## config.mk

```make
export PLATFORM = sky130hd
export DESIGN_NAME = deadline_sorted_timer_queue_flat
export DESIGN_NICKNAME = d
export VERILOG_FILES = /design/src/sv/dstq_pkg.sv /design/src/sv/dstq_in_if.sv /design/src/sv/dstq_out_if.sv /design/src/sv/dstq_ctrl.sv /design/src/sv/dstq_datapath.sv /design/src/sv/deadline_sorted_timer_queue.sv /design/src/flat_wrapper.sv
export SDC_FILE = /design/constraint.sdc
export NUM_CORES = 2
export LEC_CHECK = 0
export ABC_AREA = 1
export BUFFER_PORTS_ARGS = -buffer_cell sky130_fd_sc_hd__buf_2
export CORE_ASPECT_RATIO = 2
export CORE_UTILIZATION = 25
export CTS_BUF_LIST = sky130_fd_sc_hd__clkbuf_8
export DETAILED_ROUTE_END_ITERATION = 10
export SETUP_SLACK_MARGIN = 0.5
export SLEW_MARGIN = 30
export SYNTH_ARGS = -nofsm -noshare
export SYNTH_HDL_FRONTEND = slang
export SYNTH_SLANG_ARGS = --single-unit
export TNS_END_PERCENT = 1
```

## constraint.sdc

```tcl
create_clock -name clk -period 12.6 [get_ports clk]
set_input_delay 2.52 -clock clk [delete_from_list [all_inputs] [get_ports clk]]
set_output_delay 2.52 -clock clk [all_outputs]
set_load 0.01 [all_outputs]
```

## src/sv/dstq_pkg.sv

```systemverilog
// Shared types and constants for the deadline-sorted timer queue.
`timescale 1ns / 1ps
package dstq_pkg;

  localparam int QUEUE_DEPTH = 16;
  localparam int TIME_BITS   = 48;
  localparam int HANDLE_BITS = 16;

  // index into the stores, and a count that can hold the depth itself
  localparam int IDX_W = (QUEUE_DEPTH > 1) ? $clog2(QUEUE_DEPTH) : 1;
  localparam int CNT_W = $clog2(QUEUE_DEPTH + 1);

  // second entry of the stores, clipped for a single-entry queue
  localparam int IDX_ONE = (QUEUE_DEPTH > 1) ? 1 : 0;

  typedef logic [TIME_BITS-1:0]   time_t;
  typedef logic [HANDLE_BITS-1:0] handle_t;
  typedef logic [IDX_W-1:0]       idx_t;
  typedef logic [CNT_W-1:0]       cnt_t;

  typedef enum logic [1:0] {
    ST_ENQUEUED = 2'd0,
    ST_FULL     = 2'd1,
    ST_FIRED    = 2'd2,
    ST_NONE_DUE = 2'd3
  } status_t;

  typedef enum logic {
    ACT_ENQUEUE = 1'b0,
    ACT_TICK    = 1'b1
  } action_t;

  // controller to datapath
  typedef struct packed {
    logic    load;       // latch the accepted word and start the insert index
    logic    ins_shift;  // move the entry below the insert point up by one
    logic    ins_write;  // place the new entry at the insert point
    logic    pop;        // drop the head entry, shift the rest down
    logic    out_load;   // register a result word
    status_t status;     // kind of result being registered
  } dstq_cmd_t;

  // datapath to controller
  typedef struct packed {
    logic full;      // no room for another entry
    logic ins_done;  // insert point found
    logic head_due;  // head entry expires before the present time
    logic next_due;  // second entry expires too
  } dstq_stat_t;

endpackage

```

## src/sv/dstq_in_if.sv

```systemverilog
// Input channel: enqueue and tick words.
`timescale 1ns / 1ps
interface dstq_in_if;
  import dstq_pkg::*;

  logic    valid;
  logic    ready;
  action_t action;
  time_t   deadline;
  handle_t handle;
  time_t   current_time;

  modport source (output valid, output action, output deadline, output handle,
                  output current_time, input ready);
  modport sink   (input valid, input action, input deadline, input handle,
                  input current_time, output ready);
endinterface

```

## src/sv/dstq_out_if.sv

```systemverilog
// Result channel: status words from the timer queue.
`timescale 1ns / 1ps
interface dstq_out_if;
  import dstq_pkg::*;

  logic    valid;
  logic    ready;
  status_t status;
  handle_t fired_handle;
  logic    last;
  cnt_t    pending_count;

  modport source (output valid, output status, output fired_handle, output last,
                  output pending_count, input ready);
  modport sink   (input valid, input status, input fired_handle, input last,
                  input pending_count, output ready);
endinterface

```

## src/sv/dstq_ctrl.sv

```systemverilog
// Sequencer for insertion and draining of the timer queue.
`timescale 1ns / 1ps
module dstq_ctrl (
  input  logic                clk,
  input  logic                rst_n,
  input  logic                in_valid,
  input  dstq_pkg::action_t   in_action,
  output logic                in_ready,
  input  logic                out_ready,
  output logic                out_valid,
  input  dstq_pkg::dstq_stat_t stat,
  output dstq_pkg::dstq_cmd_t cmd
);
  import dstq_pkg::*;

  typedef enum logic [1:0] {
    S_IDLE,
    S_INSERT,
    S_DRAIN
  } state_t;

  state_t state_r, state_nxt;
  logic   out_valid_r, out_valid_nxt;
  logic   out_free;

  assign out_free  = !out_valid_r || out_ready;
  assign in_ready  = (state_r == S_IDLE);
  assign out_valid = out_valid_r;

  // decide the step for this cycle
  always_comb begin
    cmd       = '0;
    cmd.status = ST_ENQUEUED;
    state_nxt = state_r;
    unique case (state_r)
      S_IDLE: begin
        if (in_valid) begin
          cmd.load  = 1'b1;
          state_nxt = (in_action == ACT_TICK) ? S_DRAIN : S_INSERT;
        end
      end
      S_INSERT: begin
        if (!stat.ins_done) begin
          cmd.ins_shift = 1'b1;
        end else if (out_free) begin
          cmd.out_load  = 1'b1;
          cmd.status    = stat.full ? ST_FULL : ST_ENQUEUED;
          cmd.ins_write = !stat.full;
          state_nxt     = S_IDLE;
        end
      end
      S_DRAIN: begin
        if (out_free) begin
          cmd.out_load = 1'b1;
          if (stat.head_due) begin
            cmd.status = ST_FIRED;
            cmd.pop    = 1'b1;
            if (!stat.next_due) begin
              state_nxt = S_IDLE;
            end
          end else begin
            cmd.status = ST_NONE_DUE;
            state_nxt  = S_IDLE;
          end
        end
      end
      default: begin
        state_nxt = S_IDLE;
      end
    endcase
  end

  // hold a result until the sink takes it
  always_comb begin
    if (cmd.out_load) begin
      out_valid_nxt = 1'b1;
    end else if (out_ready) begin
      out_valid_nxt = 1'b0;
    end else begin
      out_valid_nxt = out_valid_r;
    end
  end

  always_ff @(posedge clk) begin
    if (!rst_n) begin
      state_r     <= S_IDLE;
      out_valid_r <= 1'b0;
    end else begin
      state_r     <= state_nxt;
      out_valid_r <= out_valid_nxt;
    end
  end

`ifndef SYNTHESIS
  // a new result never overwrites one still waiting
  a_no_overwrite: assert property (@(posedge clk) disable iff (!rst_n)
    cmd.out_load |-> (!out_valid_r || out_ready))
    else $error("result word overwritten while stalled");

  // an accepted word always starts work
  a_accept_starts: assert property (@(posedge clk) disable iff (!rst_n)
    (in_valid && in_ready) |=> (state_r != S_IDLE))
    else $error("accepted word did not start a sequence");

  // a pop is only issued alongside a fired result
  a_pop_fired: assert property (@(posedge clk) disable iff (!rst_n)
    cmd.pop |-> (cmd.out_load && cmd.status == ST_FIRED))
    else $error("pop without a fired result");
`endif

endmodule

```

## src/sv/dstq_datapath.sv

```systemverilog
// Entry stores, entry count, deadline compares and result register.
`timescale 1ns / 1ps
module dstq_datapath (
  input  logic                 clk,
  input  logic                 rst_n,
  input  dstq_pkg::dstq_cmd_t  cmd,
  output dstq_pkg::dstq_stat_t stat,
  input  dstq_pkg::time_t      in_deadline,
  input  dstq_pkg::handle_t    in_handle,
  input  dstq_pkg::time_t      in_current_time,
  output dstq_pkg::status_t    out_status,
  output dstq_pkg::handle_t    out_fired_handle,
  output logic                 out_last,
  output dstq_pkg::cnt_t       out_pending_count
);
  import dstq_pkg::*;

  time_t   dl_store_r [QUEUE_DEPTH];
  handle_t hd_store_r [QUEUE_DEPTH];
  cnt_t    count_r, count_nxt;
  idx_t    idx_r;
  idx_t    idx_m1;
  time_t   item_dl_r;
  handle_t item_hd_r;
  time_t   item_now_r;

  status_t res_status_r;
  handle_t res_handle_r;
  logic    res_last_r;
  cnt_t    res_pending_r;

  handle_t res_handle_nxt;
  logic    res_last_nxt;
  cnt_t    res_pending_nxt;

  time_t   rd_dl;
  handle_t rd_hd;

  assign idx_m1 = idx_r - idx_t'(1);
  assign rd_dl  = dl_store_r[idx_m1];
  assign rd_hd  = hd_store_r[idx_m1];

  // compare against the entry below the insert point and the two head entries
  assign stat.full     = (count_r == cnt_t'(QUEUE_DEPTH));
  assign stat.ins_done = stat.full || (idx_r == '0) || !(rd_dl > item_dl_r);
  assign stat.head_due = (count_r != '0) && (dl_store_r[0] < item_now_r);
  assign stat.next_due = (count_r > cnt_t'(1)) && (dl_store_r[IDX_ONE] < item_now_r);

  // shape the result word for this step
  always_comb begin
    res_handle_nxt  = '0;
    res_last_nxt    = 1'b1;
    res_pending_nxt = count_r;
    unique case (cmd.status)
      ST_ENQUEUED: res_pending_nxt = count_r + cnt_t'(1);
      ST_FULL:     res_pending_nxt = count_r;
      ST_FIRED: begin
        res_handle_nxt  = hd_store_r[0];
        res_last_nxt    = !stat.next_due;
        res_pending_nxt = count_r - cnt_t'(1);
      end
      ST_NONE_DUE: res_pending_nxt = count_r;
      default:     res_pending_nxt = count_r;
    endcase
  end

  // track the number of queued entries
  always_comb begin
    priority if (cmd.ins_write) begin
      count_nxt = count_r + cnt_t'(1);
    end else if (cmd.pop) begin
      count_nxt = count_r - cnt_t'(1);
    end else begin
      count_nxt = count_r;
    end
  end

  always_ff @(posedge clk) begin
    if (!rst_n) begin
      count_r <= '0;
    end else begin
      count_r <= count_nxt;
    end
  end

  // latch the accepted word and step the insert index downwards
  always_ff @(posedge clk) begin
    if (cmd.load) begin
      item_dl_r  <= in_deadline;
      item_hd_r  <= in_handle;
      item_now_r <= in_current_time;
      idx_r      <= count_r[IDX_W-1:0];
    end else if (cmd.ins_shift) begin
      idx_r <= idx_m1;
    end
  end

  // move entries: open a slot, fill it, or drop the head
  always_ff @(posedge clk) begin
    if (cmd.ins_shift) begin
      dl_store_r[idx_r] <= rd_dl;
      hd_store_r[idx_r] <= rd_hd;
    end else if (cmd.ins_write) begin
      dl_store_r[idx_r] <= item_dl_r;
      hd_store_r[idx_r] <= item_hd_r;
    end else if (cmd.pop) begin
      for (int i = 0; i < QUEUE_DEPTH - 1; i++) begin
        dl_store_r[i] <= dl_store_r[i+1];
        hd_store_r[i] <= hd_store_r[i+1];
      end
    end
  end

  // result register
  always_ff @(posedge clk) begin
    if (cmd.out_load) begin
      res_status_r  <= cmd.status;
      res_handle_r  <= res_handle_nxt;
      res_last_r    <= res_last_nxt;
      res_pending_r <= res_pending_nxt;
    end
  end

  assign out_status        = res_status_r;
  assign out_fired_handle  = res_handle_r;
  assign out_last          = res_last_r;
  assign out_pending_count = res_pending_r;

`ifndef SYNTHESIS
  // the count never passes the depth
  a_count_range: assert property (@(posedge clk) disable iff (!rst_n)
    count_r <= cnt_t'(QUEUE_DEPTH))
    else $error("entry count beyond queue depth");

  // no pop from an empty queue
  a_pop_nonempty: assert property (@(posedge clk) disable iff (!rst_n)
    cmd.pop |-> (count_r != '0))
    else $error("pop from empty queue");

  // a fill into a full queue never happens
  a_write_room: assert property (@(posedge clk) disable iff (!rst_n)
    cmd.ins_write |-> !stat.full)
    else $error("insert into full queue");
`endif

endmodule

```

## src/sv/deadline_sorted_timer_queue.sv

```systemverilog
// Top level of the deadline-sorted timer queue.
//
//   channel  dir  handshake     word
//   in_chan  in   valid/ready   action, deadline, handle, current_time
//   out_chan out  valid/ready   status, fired_handle, last, pending_count
//
// An enqueue's insert scan walks one entry a cycle down from the tail past
// the N entries with a later deadline, through a single deadline compare;
// a full queue skips the scan. A tick gives one fired word a cycle off the
// head compare while no result stalls, or one none-due word. Reset clears
// the sequencer state, the result valid and the entry count; the stores
// need no clearing pass. A stalled result holds the sequence at its next
// word; a new word is taken once the previous sequence has finished.
`timescale 1ns / 1ps
module deadline_sorted_timer_queue (
  input  logic       clk,
  input  logic       rst_n,
  dstq_in_if.sink    in_chan,
  dstq_out_if.source out_chan
);
  import dstq_pkg::*;

  dstq_cmd_t  cmd;
  dstq_stat_t stat;

  dstq_ctrl u_ctrl (
    .clk       (clk),
    .rst_n     (rst_n),
    .in_valid  (in_chan.valid),
    .in_action (in_chan.action),
    .in_ready  (in_chan.ready),
    .out_ready (out_chan.ready),
    .out_valid (out_chan.valid),
    .stat      (stat),
    .cmd       (cmd)
  );

  dstq_datapath u_datapath (
    .clk               (clk),
    .rst_n             (rst_n),
    .cmd               (cmd),
    .stat              (stat),
    .in_deadline       (in_chan.deadline),
    .in_handle         (in_chan.handle),
    .in_current_time   (in_chan.current_time),
    .out_status        (out_chan.status),
    .out_fired_handle  (out_chan.fired_handle),
    .out_last          (out_chan.last),
    .out_pending_count (out_chan.pending_count)
  );

endmodule

```

## src/flat_wrapper.sv

```systemverilog
// flat-port wrapper written by rule: the top's interface ports become plain ports
module deadline_sorted_timer_queue_flat import dstq_pkg::*;
  (clk, rst_n, in_chan_valid, in_chan_action, in_chan_deadline, in_chan_handle, in_chan_current_time, in_chan_ready, out_chan_valid, out_chan_status, out_chan_fired_handle, out_chan_last, out_chan_pending_count, out_chan_ready);
  dstq_in_if in_chan_i ();
  dstq_out_if out_chan_i ();
  input  logic clk;
  input  logic rst_n;
  input wire logic [$bits(in_chan_i.valid)-1:0] in_chan_valid;
  input wire logic [$bits(in_chan_i.action)-1:0] in_chan_action;
  input wire logic [$bits(in_chan_i.deadline)-1:0] in_chan_deadline;
  input wire logic [$bits(in_chan_i.handle)-1:0] in_chan_handle;
  input wire logic [$bits(in_chan_i.current_time)-1:0] in_chan_current_time;
  output wire logic [$bits(in_chan_i.ready)-1:0] in_chan_ready;
  output wire logic [$bits(out_chan_i.valid)-1:0] out_chan_valid;
  output wire logic [$bits(out_chan_i.status)-1:0] out_chan_status;
  output wire logic [$bits(out_chan_i.fired_handle)-1:0] out_chan_fired_handle;
  output wire logic [$bits(out_chan_i.last)-1:0] out_chan_last;
  output wire logic [$bits(out_chan_i.pending_count)-1:0] out_chan_pending_count;
  input wire logic [$bits(out_chan_i.ready)-1:0] out_chan_ready;
  assign in_chan_i.valid = in_chan_valid;
  assign in_chan_i.action = in_chan_action;
  assign in_chan_i.deadline = in_chan_deadline;
  assign in_chan_i.handle = in_chan_handle;
  assign in_chan_i.current_time = in_chan_current_time;
  assign in_chan_ready = in_chan_i.ready;
  assign out_chan_valid = out_chan_i.valid;
  assign out_chan_status = out_chan_i.status;
  assign out_chan_fired_handle = out_chan_i.fired_handle;
  assign out_chan_last = out_chan_i.last;
  assign out_chan_pending_count = out_chan_i.pending_count;
  assign out_chan_i.ready = out_chan_ready;
  deadline_sorted_timer_queue u_core (.clk(clk), .rst_n(rst_n), .in_chan(in_chan_i), .out_chan(out_chan_i));
endmodule
```

# Word level (Yosys, flattened, before mapping)
# Memories as Yosys holds them, arrays and structs flattened. A register that Yosys moved wholly into a read port is not among the register bits.
# Index checks and enable logic that the tools add are counted.
[classes] addsub=3 eq_ne=11 bitwise_logic=2 muxes=46 n_reduce_logical=21 n_lt_le_gt_ge=4
[op_table] operator="< comparator 48 bit" n=2
[op_table] operator="two-way mux 48 bit" n=2
[op_table] operator="> comparator 48 bit" n=1
[op_table] operator="OR reduction 48 bit" n=1
[op_table] operator="two-way mux 16 bit" n=2
[op_table] operator="two-way mux 1 bit" n=22
[op_table] operator="two-way mux 4 bit" n=5
[op_table] operator="two-way mux 2 bit" n=8
[op_table] operator="OR reduction 16 bit" n=1
[op_table] operator="case mux 5 bit (3 select lines)" n=1
[op_table] operator="two-way mux 5 bit" n=2
[op_table] operator="inequality test 2 bit, second input constant" n=4
[op_table] operator="equality test 2 bit, second input constant" n=3
[op_table] operator="two-way mux 3 bit" n=2
[op_table] operator="case mux 2 bit (3 select lines)" n=1
[op_table] operator="case mux 3 bit (2 select lines)" n=1
[op_table] operator="nonzero test 2 bit" n=3
[op_table] operator="adder 5 x 1 -> 5 bit, second input constant" n=1
[op_table] operator="equality test 5 bit, second input constant" n=1
[op_table] operator="> comparator 5 x 1 -> 1 bit, second input constant" n=1
[op_table] operator="logical NOT 1 bit" n=5
[op_table] operator="AND reduction 5 bit" n=1
[op_table] operator="nonzero test 5 bit" n=1
[op_table] operator="subtractor 5 x 1 -> 5 bit, second input constant" n=1
[op_table] operator="other kinds (9)" n=15
[word_totals] ff_bits=132 ramBits=1024 mem_count=2 elab_cells=99 in_bits=117
[mem_list] memory="u_core.u_datapath.dl_store_r" words=16 width=48 read_ports=17 rd_ports_with_merged_regs=0 wr=15 line="dstq_datapath.sv:18" rtl="time_t dl_store_r [QUEUE_DEPTH];"
[mem_list] memory="u_core.u_datapath.hd_store_r" words=16 width=16 read_ports=17 rd_ports_with_merged_regs=1 wr=15 line="dstq_datapath.sv:19" rtl="handle_t hd_store_r [QUEUE_DEPTH];"

# Logic depth before layout (Yosys ltp)
# An unclocked memory read counts as a cell.
[depth] word_depth=12 ltp_mapped=40

# Cells and area by module
# Synthesis repeated with hierarchy kept, for this count alone.
[hier_totals] hier_cells=6654 area_unflattened_um2=59753.6
[modules_own_cells] mod="dstq_datapath" cells_per_inst=6599 area_per_inst_um2=59438.3 seq_area_each_um2=35053.6 n_inst=1
[modules_own_cells] mod="dstq_ctrl" cells_per_inst=55 area_per_inst_um2=315.3 seq_area_each_um2=60.1 n_inst=1

# Least setup slack after synthesis
# Ideal clock, no wire load.
[synth_path] kind="register -> register" start="register u_core.u_datapath.idx_r[0]" end="memory u_core.u_datapath.dl_store_r[0][0] (netlist name), enable pin" t_arrival_ns=8.847 synth_period_minus_slack_ns=9.421 slack_ns=3.179 t_required_ns=12.026 stages_incl_launch_ff=34 cell_sequence="edfxtp_1 buf_2 inv_2 buf_4 buf_2 buf_2 buf_2 ha_1 buf_2 inv_1 buf_2 buf_2 buf_1 a32o_1 o211ai_1 nand2_1 inv_1 ha_1 nand2_1 inv_1 nand2_1 nor2_1 nand2_1 nor2_2 nand2_1 inv_1 nand2_1 nand2_1 nand3_1 nand2_2 inv_2 buf_4 buf_2 o21ai_0"
[synth_rtl] item="start: declaration" line="dstq_datapath.sv:21" rtl="idx_t idx_r;"
[synth_rtl] item="start signal: assignment" line="dstq_datapath.sv:92" rtl="idx_r <= count_r[IDX_W-1:0];"
[synth_rtl] item="start signal: assignment" line="dstq_datapath.sv:94" rtl="idx_r <= idx_m1;"
[synth_rtl] item="end: declaration" line="dstq_datapath.sv:18"

==> flow_summary.toml <==
[status]
status = "finished, final reports clean"

[yosys]
syn_nets = 6431
avgSynthCellArea_um2 = 9.85
synth.distinct_cells = 44
yosysSeqAreaShare = 0.578
async_flop_share = 0
ys_ff_latch = 1172
synth_area_mm2 = 0.0607
syn_inst = 6162
yosys_warnings = 0
ys.flop_type = "edfxtp_1"
synth-edff-count = 1164

[global_route]
use_met2 = 0.282
grt_busiest_layer = "met2"
overflow = 0
grt_pass1_vias = 47900
grt_use_met1 = 0.183
grt_use_met3 = 0.0212
grt_max_degree = 211
track_usage = 0.162
antenna_found_initial = 28
grt_pass1_wl_um = 302000

[drt]
ant_nets = 0
firstDrtPassIters = 6
vias_per_cell = 5.14
dr.first_iter.drc_count = 5019
drc = 0
vias = 48100
routed_wl_um = 204000
post_drt_wl_per_cell_um = 21.8

[placement]
port_buffers = 142
place_hpwl_um = 114000
gp_congestion = 0.828

[worst_setup_path]
required_ns = 13.33
cp_slowest_stage_delay_ns = 0.75
r2r_setup_slack_ns = 2.98
critPathMostFrequentCell = "nand2_1"
endpoint = "u_core.u_datapath.dl_store_r[8][41]"
reg2reg_to = "u_core.u_datapath.dl_store_r[8][41]"
endpoint_kind = "flip-flop"
crit_path_start_kind = "flip-flop"
worstSetupStartpoint = "u_core.u_datapath.idx_r[0]"
r2r_cells = 28
crit_arrival_ns = 10.36
r2r-start = "u_core.u_datapath.idx_r[0]"
crit_type = "reg2reg"
cp_slowest_cell = "buf_4"
crit_path_max_fanout = 190

[clock_network]
postCtsHoldBufs = 0
path_clk_slew_ns = 0.08
clkSinkCount = 1172
postCtsSetupBuffers = 0
cts_buffer_depth = 4
ctsResizeCount = 0
numCtsBuffers = 164
htreeDepth = 4
clockRootBuffer = "clkbuf_8"
cts_tree = "built"
clk-insertion-delay-late_ns = 0.90

[timing]
skew_ns = 0.0536
slew_viol_final = 0
finalSetupTns_ns = 0
fmax_mhz = 104
timing.final.crit_share = 0.764
rsz0062_at_grt = "false"
max-slew-margin-rel = 0.306
hold_viol = 0
tightestPinTransition_ns = 1.04
finalSetupViolCount = 0
min_period_ns = 9.62

[finish]
drive_gt1_frac = 0.103
layout_commonest_cell = "nand2_1"
syn_to_final_growth_pct = 9.86
nNetsFinal = 6283
final_cell_mix = "nand2_1, edfxtp_1, nand3_1"

[floorplan]
die_x_um = 350
initial_core_util = 0.252
row_count = 255
core_area_mm2 = 0.241
die_h_um = 699
dieArea_mm2 = 0.245
ios = 143

[hold_path]
hold_class = "reg2reg"

[job]
max_cap_violations = 0
==> synthesized netlist by cell type, types with 119 or more instances <==
cell | number | area (um2)
nand2_1 | 1705 | 6400
edfxtp_1 | 1164 | 35000
nand3_1 | 1048 | 5250
a21oi_1 | 364 | 1820
inv_1 | 239 | 897
buf_2 | 215 | 1080
nor2_1 | 208 | 781
clkbuf_1 | 200 | 751
o21ai_0 | 164 | 821
ha_1 | 152 | 1900
nand2_2 | 150 | 938
a221o_1 | 119 | 1190
==> worst min-delay path by stage <==
stage,from,endpoint,slack (ns),cells after the start
2_1_floorplan,u_core.u_ctrl.state_r[1],u_core.u_ctrl.state_r[1],0.48,2
3_3_place_gp,u_core.u_ctrl.state_r[1],u_core.u_ctrl.state_r[1],0.50,2
3_5_place_dp,u_core.u_ctrl.state_r[0],u_core.u_ctrl.state_r[0],0.51,2
4_1_cts,u_core.u_ctrl.state_r[0],u_core.u_ctrl.state_r[0],0.52,2
5_1_grt,u_core.u_datapath.count_r[4],u_core.u_datapath.count_r[4],0.56,2
6_report,u_core.u_ctrl.state_r[0],u_core.u_ctrl.state_r[0],0.52,2
==> routing by layer <==
| layer | part of all wire | vias up |
|---|---|---|
| met4 | 0.070 | 20 |
| li1 | - | 21500 |
| met5 | 0.00066 | - |
| met1 | 0.36 | 23800 |
| met2 | 0.50 | 2180 |
| met3 | 0.065 | 559 |
==> critical path, delay by kind of cell (launching register included) <==
family / cells / cell delay, ns
AOI/OAI and AO/OA: 3 / 0.62
adders and majority gates: 2 / 0.65
buffers and inverters: 9 / 4.74
DFF: 1 / 0.51
and+or+nand+nor: 14 / 2.29
==> registers in the layout (all words and copies together) (netlist names), 2 cells and up <==
signal	cells
u_core.u_ctrl.state_r	2
u_core.u_datapath.idx_r	4
u_core.u_datapath.item_dl_r	48
u_core.u_datapath.dl_store_r	768
u_core.u_datapath.out_status	2
u_core.u_datapath.out_pending_count	5
u_core.u_datapath.count_r	5
u_core.u_datapath.out_fired_handle	16
u_core.u_datapath.item_now_r	48
u_core.u_datapath.item_hd_r	16
u_core.u_datapath.hd_store_r	256
==> area by class of cell <==
type                    instances  area (um2)
well taps                    3212        4020
multi-input cells            4226       22200
clock inverters               113         652
fillers                     25500      175000
diodes                         12        30.0
repair buffers                199        1350
flip-flops and latches       1172       35100
clock buffers                 167        2300
inverters                     251         986
==> stage by stage <==
| step | hold slack [ns] | cells | cell area (um2) | utilization | setup slack, ns |
|---|---|---|---|---|---|
| after floorplan | 0.482 | 6162 | 60700 | - | 3.18 |
| after global placement | 0.499 | 9056 | 63600 | 0.264 | 3.22 |
| after detailed placement | 0.510 | 9059 | 63700 | 0.264 | 3.06 |
| after CTS | 0.521 | 9339 | 66600 | 0.276 | 3.03 |
| after global routing | 0.557 | 9344 | 66700 | 0.276 | 2.70 |
| final | 0.522 | 9352 | 66700 | 0.276 | 2.98 |
==> cell families (layout without fill, tap and decap cells) <==
group,count (synthesis),count (layout),synth area share
DFF,1172,1172,0.578
buffers and inverters,764,730,0.0600
other,0,12,0
AOI/OAI and AO/OA,929,929,0.106
adders and majority gates,152,152,0.0313
xor gates and xnor gates,8,8,0.00128
and+or+nand+nor,3137,3137,0.223
Power is not shown: default switching activity piles up to over one toggle a cycle in this logic, so the estimate is an artifact.
